<file path="src/hw/rtl/affine_gap_local_alignment_cell_macros.svh">
// Assertion macros shared by the alignment cell RTL.
`ifndef AFFINE_GAP_LOCAL_ALIGNMENT_CELL_MACROS_SVH
`define AFFINE_GAP_LOCAL_ALIGNMENT_CELL_MACROS_SVH

// Check that prop holds at every clock edge outside reset.
`define AGALC_ASSERT(lbl, prop, msg) \
  lbl: assert property (@(posedge clk_i) disable iff (!rst_ni) (prop)) else $error(msg);

// Check that cond in one cycle implies res in the next.
`define AGALC_ASSERT_NEXT(lbl, cond, res, msg) \
  lbl: assert property (@(posedge clk_i) disable iff (!rst_ni) (cond) |=> (res)) \
    else $error(msg);

`endif

</file>
<file path="src/hw/rtl/agalc_queue.sv">
// Two-entry queue between the front end and the cell datapath.
`timescale 1ns / 1ps
`include "affine_gap_local_alignment_cell_macros.svh"
module agalc_queue #(
  parameter int W = 32
) (
  input  logic         clk_i,
  input  logic         rst_ni,
  input  logic         push_i,
  output logic         push_ready_o,
  input  logic [W-1:0] data_i,
  output logic         pop_valid_o,
  input  logic         pop_i,
  output logic [W-1:0] data_o
);

  logic [W-1:0] slot_q [2];
  logic         wr_q, rd_q;
  logic [1:0]   cnt_q;
  logic         do_push, do_pop;

  assign push_ready_o = cnt_q != 2'd2;
  assign pop_valid_o  = cnt_q != 2'd0;
  assign do_push      = push_i && push_ready_o;
  assign do_pop       = pop_i && pop_valid_o;
  assign data_o       = slot_q[rd_q];

  // Store items
  always_ff @(posedge clk_i) begin
    if (do_push) begin
      slot_q[wr_q] <= data_i;
    end
  end

  // Advance pointers and count
  always_ff @(posedge clk_i or negedge rst_ni) begin
    if (!rst_ni) begin
      wr_q  <= 1'b0;
      rd_q  <= 1'b0;
      cnt_q <= 2'd0;
    end else begin
      if (do_push) begin
        wr_q <= !wr_q;
      end
      if (do_pop) begin
        rd_q <= !rd_q;
      end
      cnt_q <= cnt_q + {1'b0, do_push} - {1'b0, do_pop};
    end
  end

  `AGALC_ASSERT(a_cnt_range, cnt_q != 2'd3, "queue count out of range")
  `AGALC_ASSERT(a_ptr_cnt, (cnt_q == 2'd1) == (wr_q != rd_q), "queue pointers disagree with count")

endmodule

</file>
<file path="config.mk">
export PLATFORM = sky130hd
export DESIGN_NAME = agalc_queue
export DESIGN_NICKNAME = d
export VERILOG_FILES = /design/src/hw/rtl/agalc_queue.sv
export VERILOG_INCLUDE_DIRS = /design/src /design/src/hw/rtl
export SDC_FILE = /design/constraint.sdc
export NUM_CORES = 1
export LEC_CHECK = 0
export ABC_AREA = 1
export BUFFER_PORTS_ARGS = -buffer_cell sky130_fd_sc_hd__buf_2
export CAP_MARGIN = 15
export CORE_MARGIN = 2
export CORE_UTILIZATION = 46
export DETAILED_ROUTE_END_ITERATION = 8
export MAX_ROUTING_LAYER = met4
export PLACE_DENSITY = 0.74
export SYNTH_ARGS = -nofsm -noshare
export SYNTH_HDL_FRONTEND = slang
export SYNTH_SLANG_ARGS = --single-unit
</file>
<file path="constraint.sdc">
create_clock -name clk_i -period 2.3 [get_ports clk_i]
set_clock_uncertainty 0.2 [all_clocks]
set_input_delay 0.345 -clock clk_i [delete_from_list [all_inputs] [get_ports clk_i]]
set_output_delay 0.345 -clock clk_i [all_outputs]
set_load 0.005 [all_outputs]
</file>
Word level (Yosys, flattened, before mapping). Memories as Yosys holds them, arrays and structs flattened. Cells that the tools add are included.

$add $sub $neg: 2. Eq/ne operators: 1. Multiplexer cells: 2. Reductions and logical operators: 5.

Operator list (count): 2-bit by 1-bit adder with 2-bit output (1); 1-bit logical AND (2); 1-bit zero test (2); 1-bit two-way mux (2); 2-bit inequality test (second input constant) (1); 2-bit nonzero test (1); 2-bit by 1-bit subtractor with 2-bit output (1).

Bits in registers: 4. Bits in writable memories: 64. Input bits: 36. Output and inout bits: 34. Logic and storage cells: 14. Memories kept: 1.

Memories: slot_q (depth 2, bits a word 32, rd ports 1, clocked after memory_dff 0, write ports 1, line agalc_queue.sv:17) `logic [W-1:0] slot_q [2];`.

Longest topological paths before layout. Gate-level depths: netlist (run 1).

Word-level depth: 4. Depth in mapped cells: 12. Mapped depth without buffers: 12.

Worst setup path before layout (run 1). OpenSTA, ideal clock, no wires.

Kind: flip-flop to flip-flop. Start point: reg cnt_q[1]. End point: mem slot_q[0][0], enable pin. Setup time: 421 ps. Arrival time: 1958 ps. Required time: 1679 ps. Path slack: -279 ps. Cell stages (with the launch flop): 4. Buffers on the path: 0. Period minus slack after synthesis: 2579 ps. Path through: dfrtp_1 > nand2_2 > nand2_2 > nor2_1.

Word-level cells in the longest chain between the ends: 4.

Ends and longest elaborated chain: start: declaration (line agalc_queue.sv:19) `logic [1:0] cnt_q;`; start signal: assignment (line agalc_queue.sv:48) `cnt_q <= cnt_q + {1'b0, do_push} - {1'b0, do_pop};`; 2-bit inequality test (line agalc_queue.sv:22) `assign push_ready_o = cnt_q != 2'd2;`; via push_ready_o (line agalc_queue.sv:10) `output logic push_ready_o,`; 1-bit logical AND (line agalc_queue.sv:24) `assign do_push = push_i && push_ready_o;`; 1-bit two-way mux (line agalc_queue.sv:30) `if (do_push) begin`; 1-bit two-way mux (implied by the code) (line agalc_queue.sv:31) `slot_q[wr_q] <= data_i;`; end: declaration (line agalc_queue.sv:17).

The timed path passes the listed nets, and every way through them passes these cells.

Worst setup path after layout (run 1).
Start point: reg rd_q. End point: out data_o[0].

Word-level cells in the longest chain between the ends: 1.

Ends and longest elaborated chain: start: declaration (line agalc_queue.sv:18) `logic wr_q, rd_q;`; start signal: assignment (line agalc_queue.sv:46) `rd_q <= !rd_q;`; memory 2 x 32 bit; end: declaration (line agalc_queue.sv:14) `output logic [W-1:0] data_o`.

No other way between the ends.

==> results.txt, run 1 <==
status: completed
post-synthesis sequential area ratio: 79.1%
relative slew slack: 62.8%
Post-Syn Nets: 236
first-pass GRT wire length: 7.13 mm
fin. max-slew vios: 0
crit path max-delay cell type: inv_2
core area: 0.00544 mm^2
final setup fails: 0
clock sinks: 68
crit path kind: reg2out
Synth area leader: edfxtp_1
count leader, synth: nand2_1
ranking of synthesized cells by area: edfxtp_1 (75%), nand2_1 (15%), dfrtp_1 (3.9%), buf_4 (0.88%), inv_1 (0.88%)
row count: 27
Slew @ Worst Pin: 0.557 ns
placer congestion estimate: 0.736
Critical Path RT: 1.75 ns
Clock Pin Slew Worst Setup and Hold Paths: 0.07 ns
detailed placement HPWL: 2.72 mm
Mean Syn Cell Area: 12.8 um^2
RR Startpoint: cnt_q[1]$_DFF_PN0_
vias per cell: 4.46
P_leak: 1.55 nW
startpoint types: flop
crit path cell chain: inv_2, nand2_1, nand2_1, buf_2
initial DRC count: 74
Main synth FF type: edfxtp_1
GRT Total Usage: 16.4%
CTS H-tree lvls: 3
GRT Residual Overflow: 0
CTS tree: built
layout cell share with drive strength beyond 1: 29.5%
Synth top cells by count: nand2_1 (103), edfxtp_1 (64), inv_1 (6)
WP buf/inv: 2
Yosys cell types: 15
Syn. warnings: 0
DR pass1 iterations: 4
Yosys reg bits: 68
Die Height: 78.5 um
Setup crit end kind: output port
Setup TNS: 0 ns
Area growth, synth to finish: 37.7%
Netlist Area Pre-Place: 0.00256 mm^2
worst skew pair latency: 0.33 ns
total die area: 0.00617 mm^2
# DRC: 0
initial antenna violation count: 0
wire length per cell: 11.7 um
vias in the first global route: 1652
RSZ-0062 raised after global routing: false
pwr dens: 1140 mW/mm^2
Design Power: 0.00402 W
ys async rst share: 5.88%
top-area cell type share of the netlist area: 75.2%
EDFF count, synth: 64
max incr delay on CP: 0.42 ns
via count: 1714
Mapped Cells: 199
post-cts sizing count: 0
Root Driver: clkbuf_8
number of diodes: 0
Final Cycle Share: 86.9%
Crit path arrival time: 1.45 ns
CP startpoint: rd_q$_DFFE_PN0P_
Top Ports: 70
final wirelength: 4.49 mm
Min Clock Period, post-route: 2.00 ns
f_max: 501 MHz
Buffers on Ports: 69
hold_sp: data_i[23]
initial core utilization: 47.0%
largest delay contributor family on the critical path: buffers and inverters
cts bufs inserted: 9
largest net degree at the start of global routing: 34
post-route ant nets: 0
most numerous cell on the critical path: nand2_1
Max Buffers Root-to-Sink: 2
Fin. Hold Viols: 0
VDD IR-drop max: 0.686 mV
nets: 344
DIE WIDTH: 78.5 um
hold crit path type: in2reg
crit-path max FO: 33
Max-Cap Viols: 0
==> area by class of cell <==
class | count | area [um^2]
flip-flops and latches | 68 | 2020
fillers | 401 | 1920
repair buffers | 104 | 698
multi-input cells | 116 | 474
clock buffers | 9 | 124
well taps | 72 | 90.1
clock inverters | 7 | 81.3
inverters | 8 | 30.0
==> metal layers <==
metal | GRT usage [%] | vias to the layer above | part of all wire (%)
met2 | 27.8 | 54 | 51
met4 | 10.7 | 0 | 2.4
met3 | 4.02 | 11 | 6.3
li1 | - | 875 | -
met1 | 17.1 | 774 | 40
met5 | - | - | 0
==> through the flow <==
step / utilization (%) / std cells / setup slack, ns / instance area [um^2] / hold slack [ns]
after floorplan: - / 199 / 0.233 / 2560 / -0.151
after global placement: 55.2 / 337 / 0.639 / 3000 / -0.0415
after detailed placement: 55.2 / 337 / 0.611 / 3000 / -0.0409
after CTS: 64.5 / 383 / 0.238 / 3510 / 0.0000704
after global routing: 64.7 / 384 / 0.109 / 3520 / 0.00187
final: 64.7 / 384 / 0.302 / 3520 / 0.0162
==> what timing repair did <==
item                                   4_1_cts  5_1_grt
hold buffers                                30        1
setup buffers                                0        0
endpoints found under the hold margin       62        1
==> registers in the layout, summed over array words and instances (netlist names) <==
register / count
slot_q: 64
rd_q: 1
wr_q: 1
cnt_q: 2
==> power breakdown <==
| part | total, W | switching [W] | internal [W] |
|---|---|---|---|
| clock network | 0.000994 | 0.000399 | 0.000595 |
| registers | 0.00178 | 0.0000901 | 0.00169 |
| logic | 0.00125 | 0.000753 | 0.000493 |
| total | 0.00402 | 0.00124 | 0.00278 |
==> placed cells by master (no fill, tap or decap) <==
master / count
dlygate4sd3_1: 31
nand3_1: 2
buf_12: 1
inv_2: 2
xor2_1: 1
a21oi_1: 1
nor2_4: 2
dfrtp_1: 4
clkinv_1: 3
clkinv_2: 2
buf_2: 69
edfxtp_1: 64
ha_1: 1
inv_1: 6
nand2_2: 2
clkbuf_8: 9
o21ai_1: 1
nand2_1: 103
bufinv_16: 2
buf_4: 3
nor2_1: 3
==> final timing paths <==
path	endpoint	slack (ns)	cells past startpoint
max	data_o[0]	0.30	4
min	slot_q[1][23]$_DFFE_PP_	0.02	1
max reg2reg	cnt_q[1]$_DFF_PN0_	0.58	11
min reg2reg	cnt_q[0]$_DFF_PN0_	0.39	1
max in group asynchronous	wr_q$_DFFE_PN0P_	1.63	2
min in group asynchronous	cnt_q[0]$_DFF_PN0_	0.15	2
==> cell families after synthesis <==
group                    share of synthesized area [%]
adder cells (fa/ha/maj)                          0.489
AO/OA/AOI/OAI                                    0.391
buffers and inverters                             2.84
flip-flops                                        79.1
XOR/XNOR                                         0.343
AND/OR/NAND/NOR                                   16.8
Power figures use the tool's default switching activity.
==> run 2: changes to the inputs <==
--- a/config.mk
+++ b/config.mk
@@ -10,10 +10,10 @@
 export BUFFER_PORTS_ARGS = -buffer_cell sky130_fd_sc_hd__buf_2
 export CAP_MARGIN = 15
 export CORE_MARGIN = 2
-export CORE_UTILIZATION = 46
+export CORE_UTILIZATION = 40
 export DETAILED_ROUTE_END_ITERATION = 8
 export MAX_ROUTING_LAYER = met4
-export PLACE_DENSITY = 0.74
+export PLACE_DENSITY = 0.66
 export SYNTH_ARGS = -nofsm -noshare
 export SYNTH_HDL_FRONTEND = slang
 export SYNTH_SLANG_ARGS = --single-unit
==> run 2 against run 1 <==
  * Clock power up 16%
  * Non-clock buffer count down 2
  * Combinational power about the same
  * Largest cell class unchanged
  * Sequential cell count unchanged
  * Critical endpoint is now data_o[3]
  * Setup slack worse by 0.023 ns
==> results.txt, run 2 (synthesis gave the netlist of run 1 again) <==
post-route ant nets: 0
final setup fails: 0
pwr dens: 1180 mW/mm^2
P_leak: 1.56 nW
Most flops, register: slot_q
Top Ports: 70
Reg2Reg Capture Point: slot_q[1][21]$_DFFE_PP_
biggest regs: slot_q: 64 flops, cnt_q: 2 flops
CTS tree: built
via count: 1704
Setup TNS: 0 ns
startpoint types: flop
commonest cells after routing, fill and taps aside: nand2_1 (103), buf_2 (69), edfxtp_1 (64)
DIE WIDTH: 83.9 um
Hold Crit Endpoint: slot_q[1][27]$_DFFE_PP_
f_max: 495 MHz
first-pass GRT wire length: 7.27 mm
r2r setup slk: 0.58 ns
Critical Path RT: 1.75 ns
Design Power: 0.00418 W
GRT Residual Overflow: 0
Die Height: 83.9 um
# DRC: 0
initial core utilization: 40.7%
status: completed
Setup crit end kind: output port
Area growth, synth to finish: 39.1%
vias per cell: 4.40
Worst Hold Depth: 1
detailed placement HPWL: 2.81 mm
vias in the first global route: 1610
Slew @ Worst Pin: 0.569 ns
Root Driver: clkbuf_8
initial DRC count: 68
row count: 29
hold_buf cts: 29
relative slew slack: 62.0%
Crit path arrival time: 1.48 ns
fin util: 56.6%
final wirelength: 4.55 mm
placer congestion estimate: 0.711
cts bufs inserted: 9
fin. max-slew vios: 0
worst reg-to-reg path cell count: 5
post-cts sizing count: 0
GRT Total Usage: 14.1%
wire length per cell: 11.8 um
layout cell share with drive strength beyond 1: 30.0%
nets: 342
postcts setup bufs: 0
Largest register FFs: 64
Fin. Hold Viols: 0
total die area: 0.00705 mm^2
CTS H-tree lvls: 3
crit path kind: reg2out
RSZ-0062 raised after global routing: false
Filler cells: 533
Max-Cap Viols: 0
hold_sp: data_i[27]
Min Clock Period, post-route: 2.02 ns
Final Cycle Share: 87.9%
clock sinks: 68
core area: 0.00628 mm^2
RR Startpoint: cnt_q[0]$_DFF_PN0_
initial antenna violation count: 0
largest net degree at the start of global routing: 34
number of diodes: 0
VDD IR-drop max: 0.536 mV
Max Buffers Root-to-Sink: 2
worst skew pair latency: 0.33 ns
Buffers on Ports: 69
commonest non-fill, non-tap cell in the layout: nand2_1
DR pass1 iterations: 4
hold crit path type: in2reg
Clock Pin Slew Worst Setup and Hold Paths: 0.07 ns
crit-path max FO: 33
[run 2: changes by cell type in the layout (fill, tap and decap cells not counted), sizes merged]
cell and change:
dlygate4sd3 -1, buf -1, clkbuf +1, clkinv -2
bufinv +1
[run 2: power by group]
group | leakage (nW) | switching [W] | internal, W
logic | 0.797 | 0.000750 | 0.000499
clock network | 0.120 | 0.000426 | 0.000722
registers | 0.641 | 0.0000904 | 0.00169
total | 1.56 | 0.00127 | 0.00291
[run 2: routing by layer]
metal  GRT usage [%]  wire, um  up-vias
li1                -         -      875
met1            15.7      2000      768
met2            23.5      2240       48
met3            3.56       201       13
met4            7.62       118        0
met5               -         0        -
[run 2: critical path, stage by stage (launching register included)]
cell and delay, ns:
dfrtp_1 0.38, inv_2 0.43, nand2_1 0.12, nand2_1 0.10, buf_2 0.11
[run 2: worst max-delay path by stage]
stage | startpoint | endpoint | cells after the start
final | rd_q$_DFFE_PN0P_ | data_o[3] | 4
after global routing | rd_q$_DFFE_PN0P_ | data_o[16] | 4
after CTS | rd_q$_DFFE_PN0P_ | data_o[3] | 4
after detailed placement | cnt_q[0]$_DFF_PN0_ | slot_q[0][16]$_DFFE_PP_ | 5
after global placement | cnt_q[1]$_DFF_PN0_ | slot_q[0][29]$_DFFE_PP_ | 4
after floorplan | cnt_q[1]$_DFF_PN0_ | slot_q[1][0]$_DFFE_PP_ | 3
[run 2: final cells by class]
| type | instances | area, um^2 | share of cell area (%) |
|---|---|---|---|
| flip-flops and latches | 68 | 2020 | 56.9 |
| repair buffers | 102 | 693 | 19.5 |
| multi-input cells | 116 | 474 | 13.3 |
| clock buffers | 10 | 128 | 3.59 |
| clock inverters | 6 | 113 | 3.17 |
| well taps | 77 | 96.3 | 2.71 |
| inverters | 8 | 30.0 | 0.844 |
[run 2: through the flow]
stage | worst slack [ns] | hold WS, ns | instances | cell area, um^2
after global routing | 0.117 | 0.00290 | 387 | 3560
final | 0.279 | 0.0137 | 387 | 3560
after floorplan | 0.233 | -0.151 | 199 | 2560
after global placement | 0.620 | -0.0407 | 341 | 3020
after CTS | 0.222 | 0.0000413 | 386 | 3550
after detailed placement | 0.588 | -0.0387 | 341 | 3020
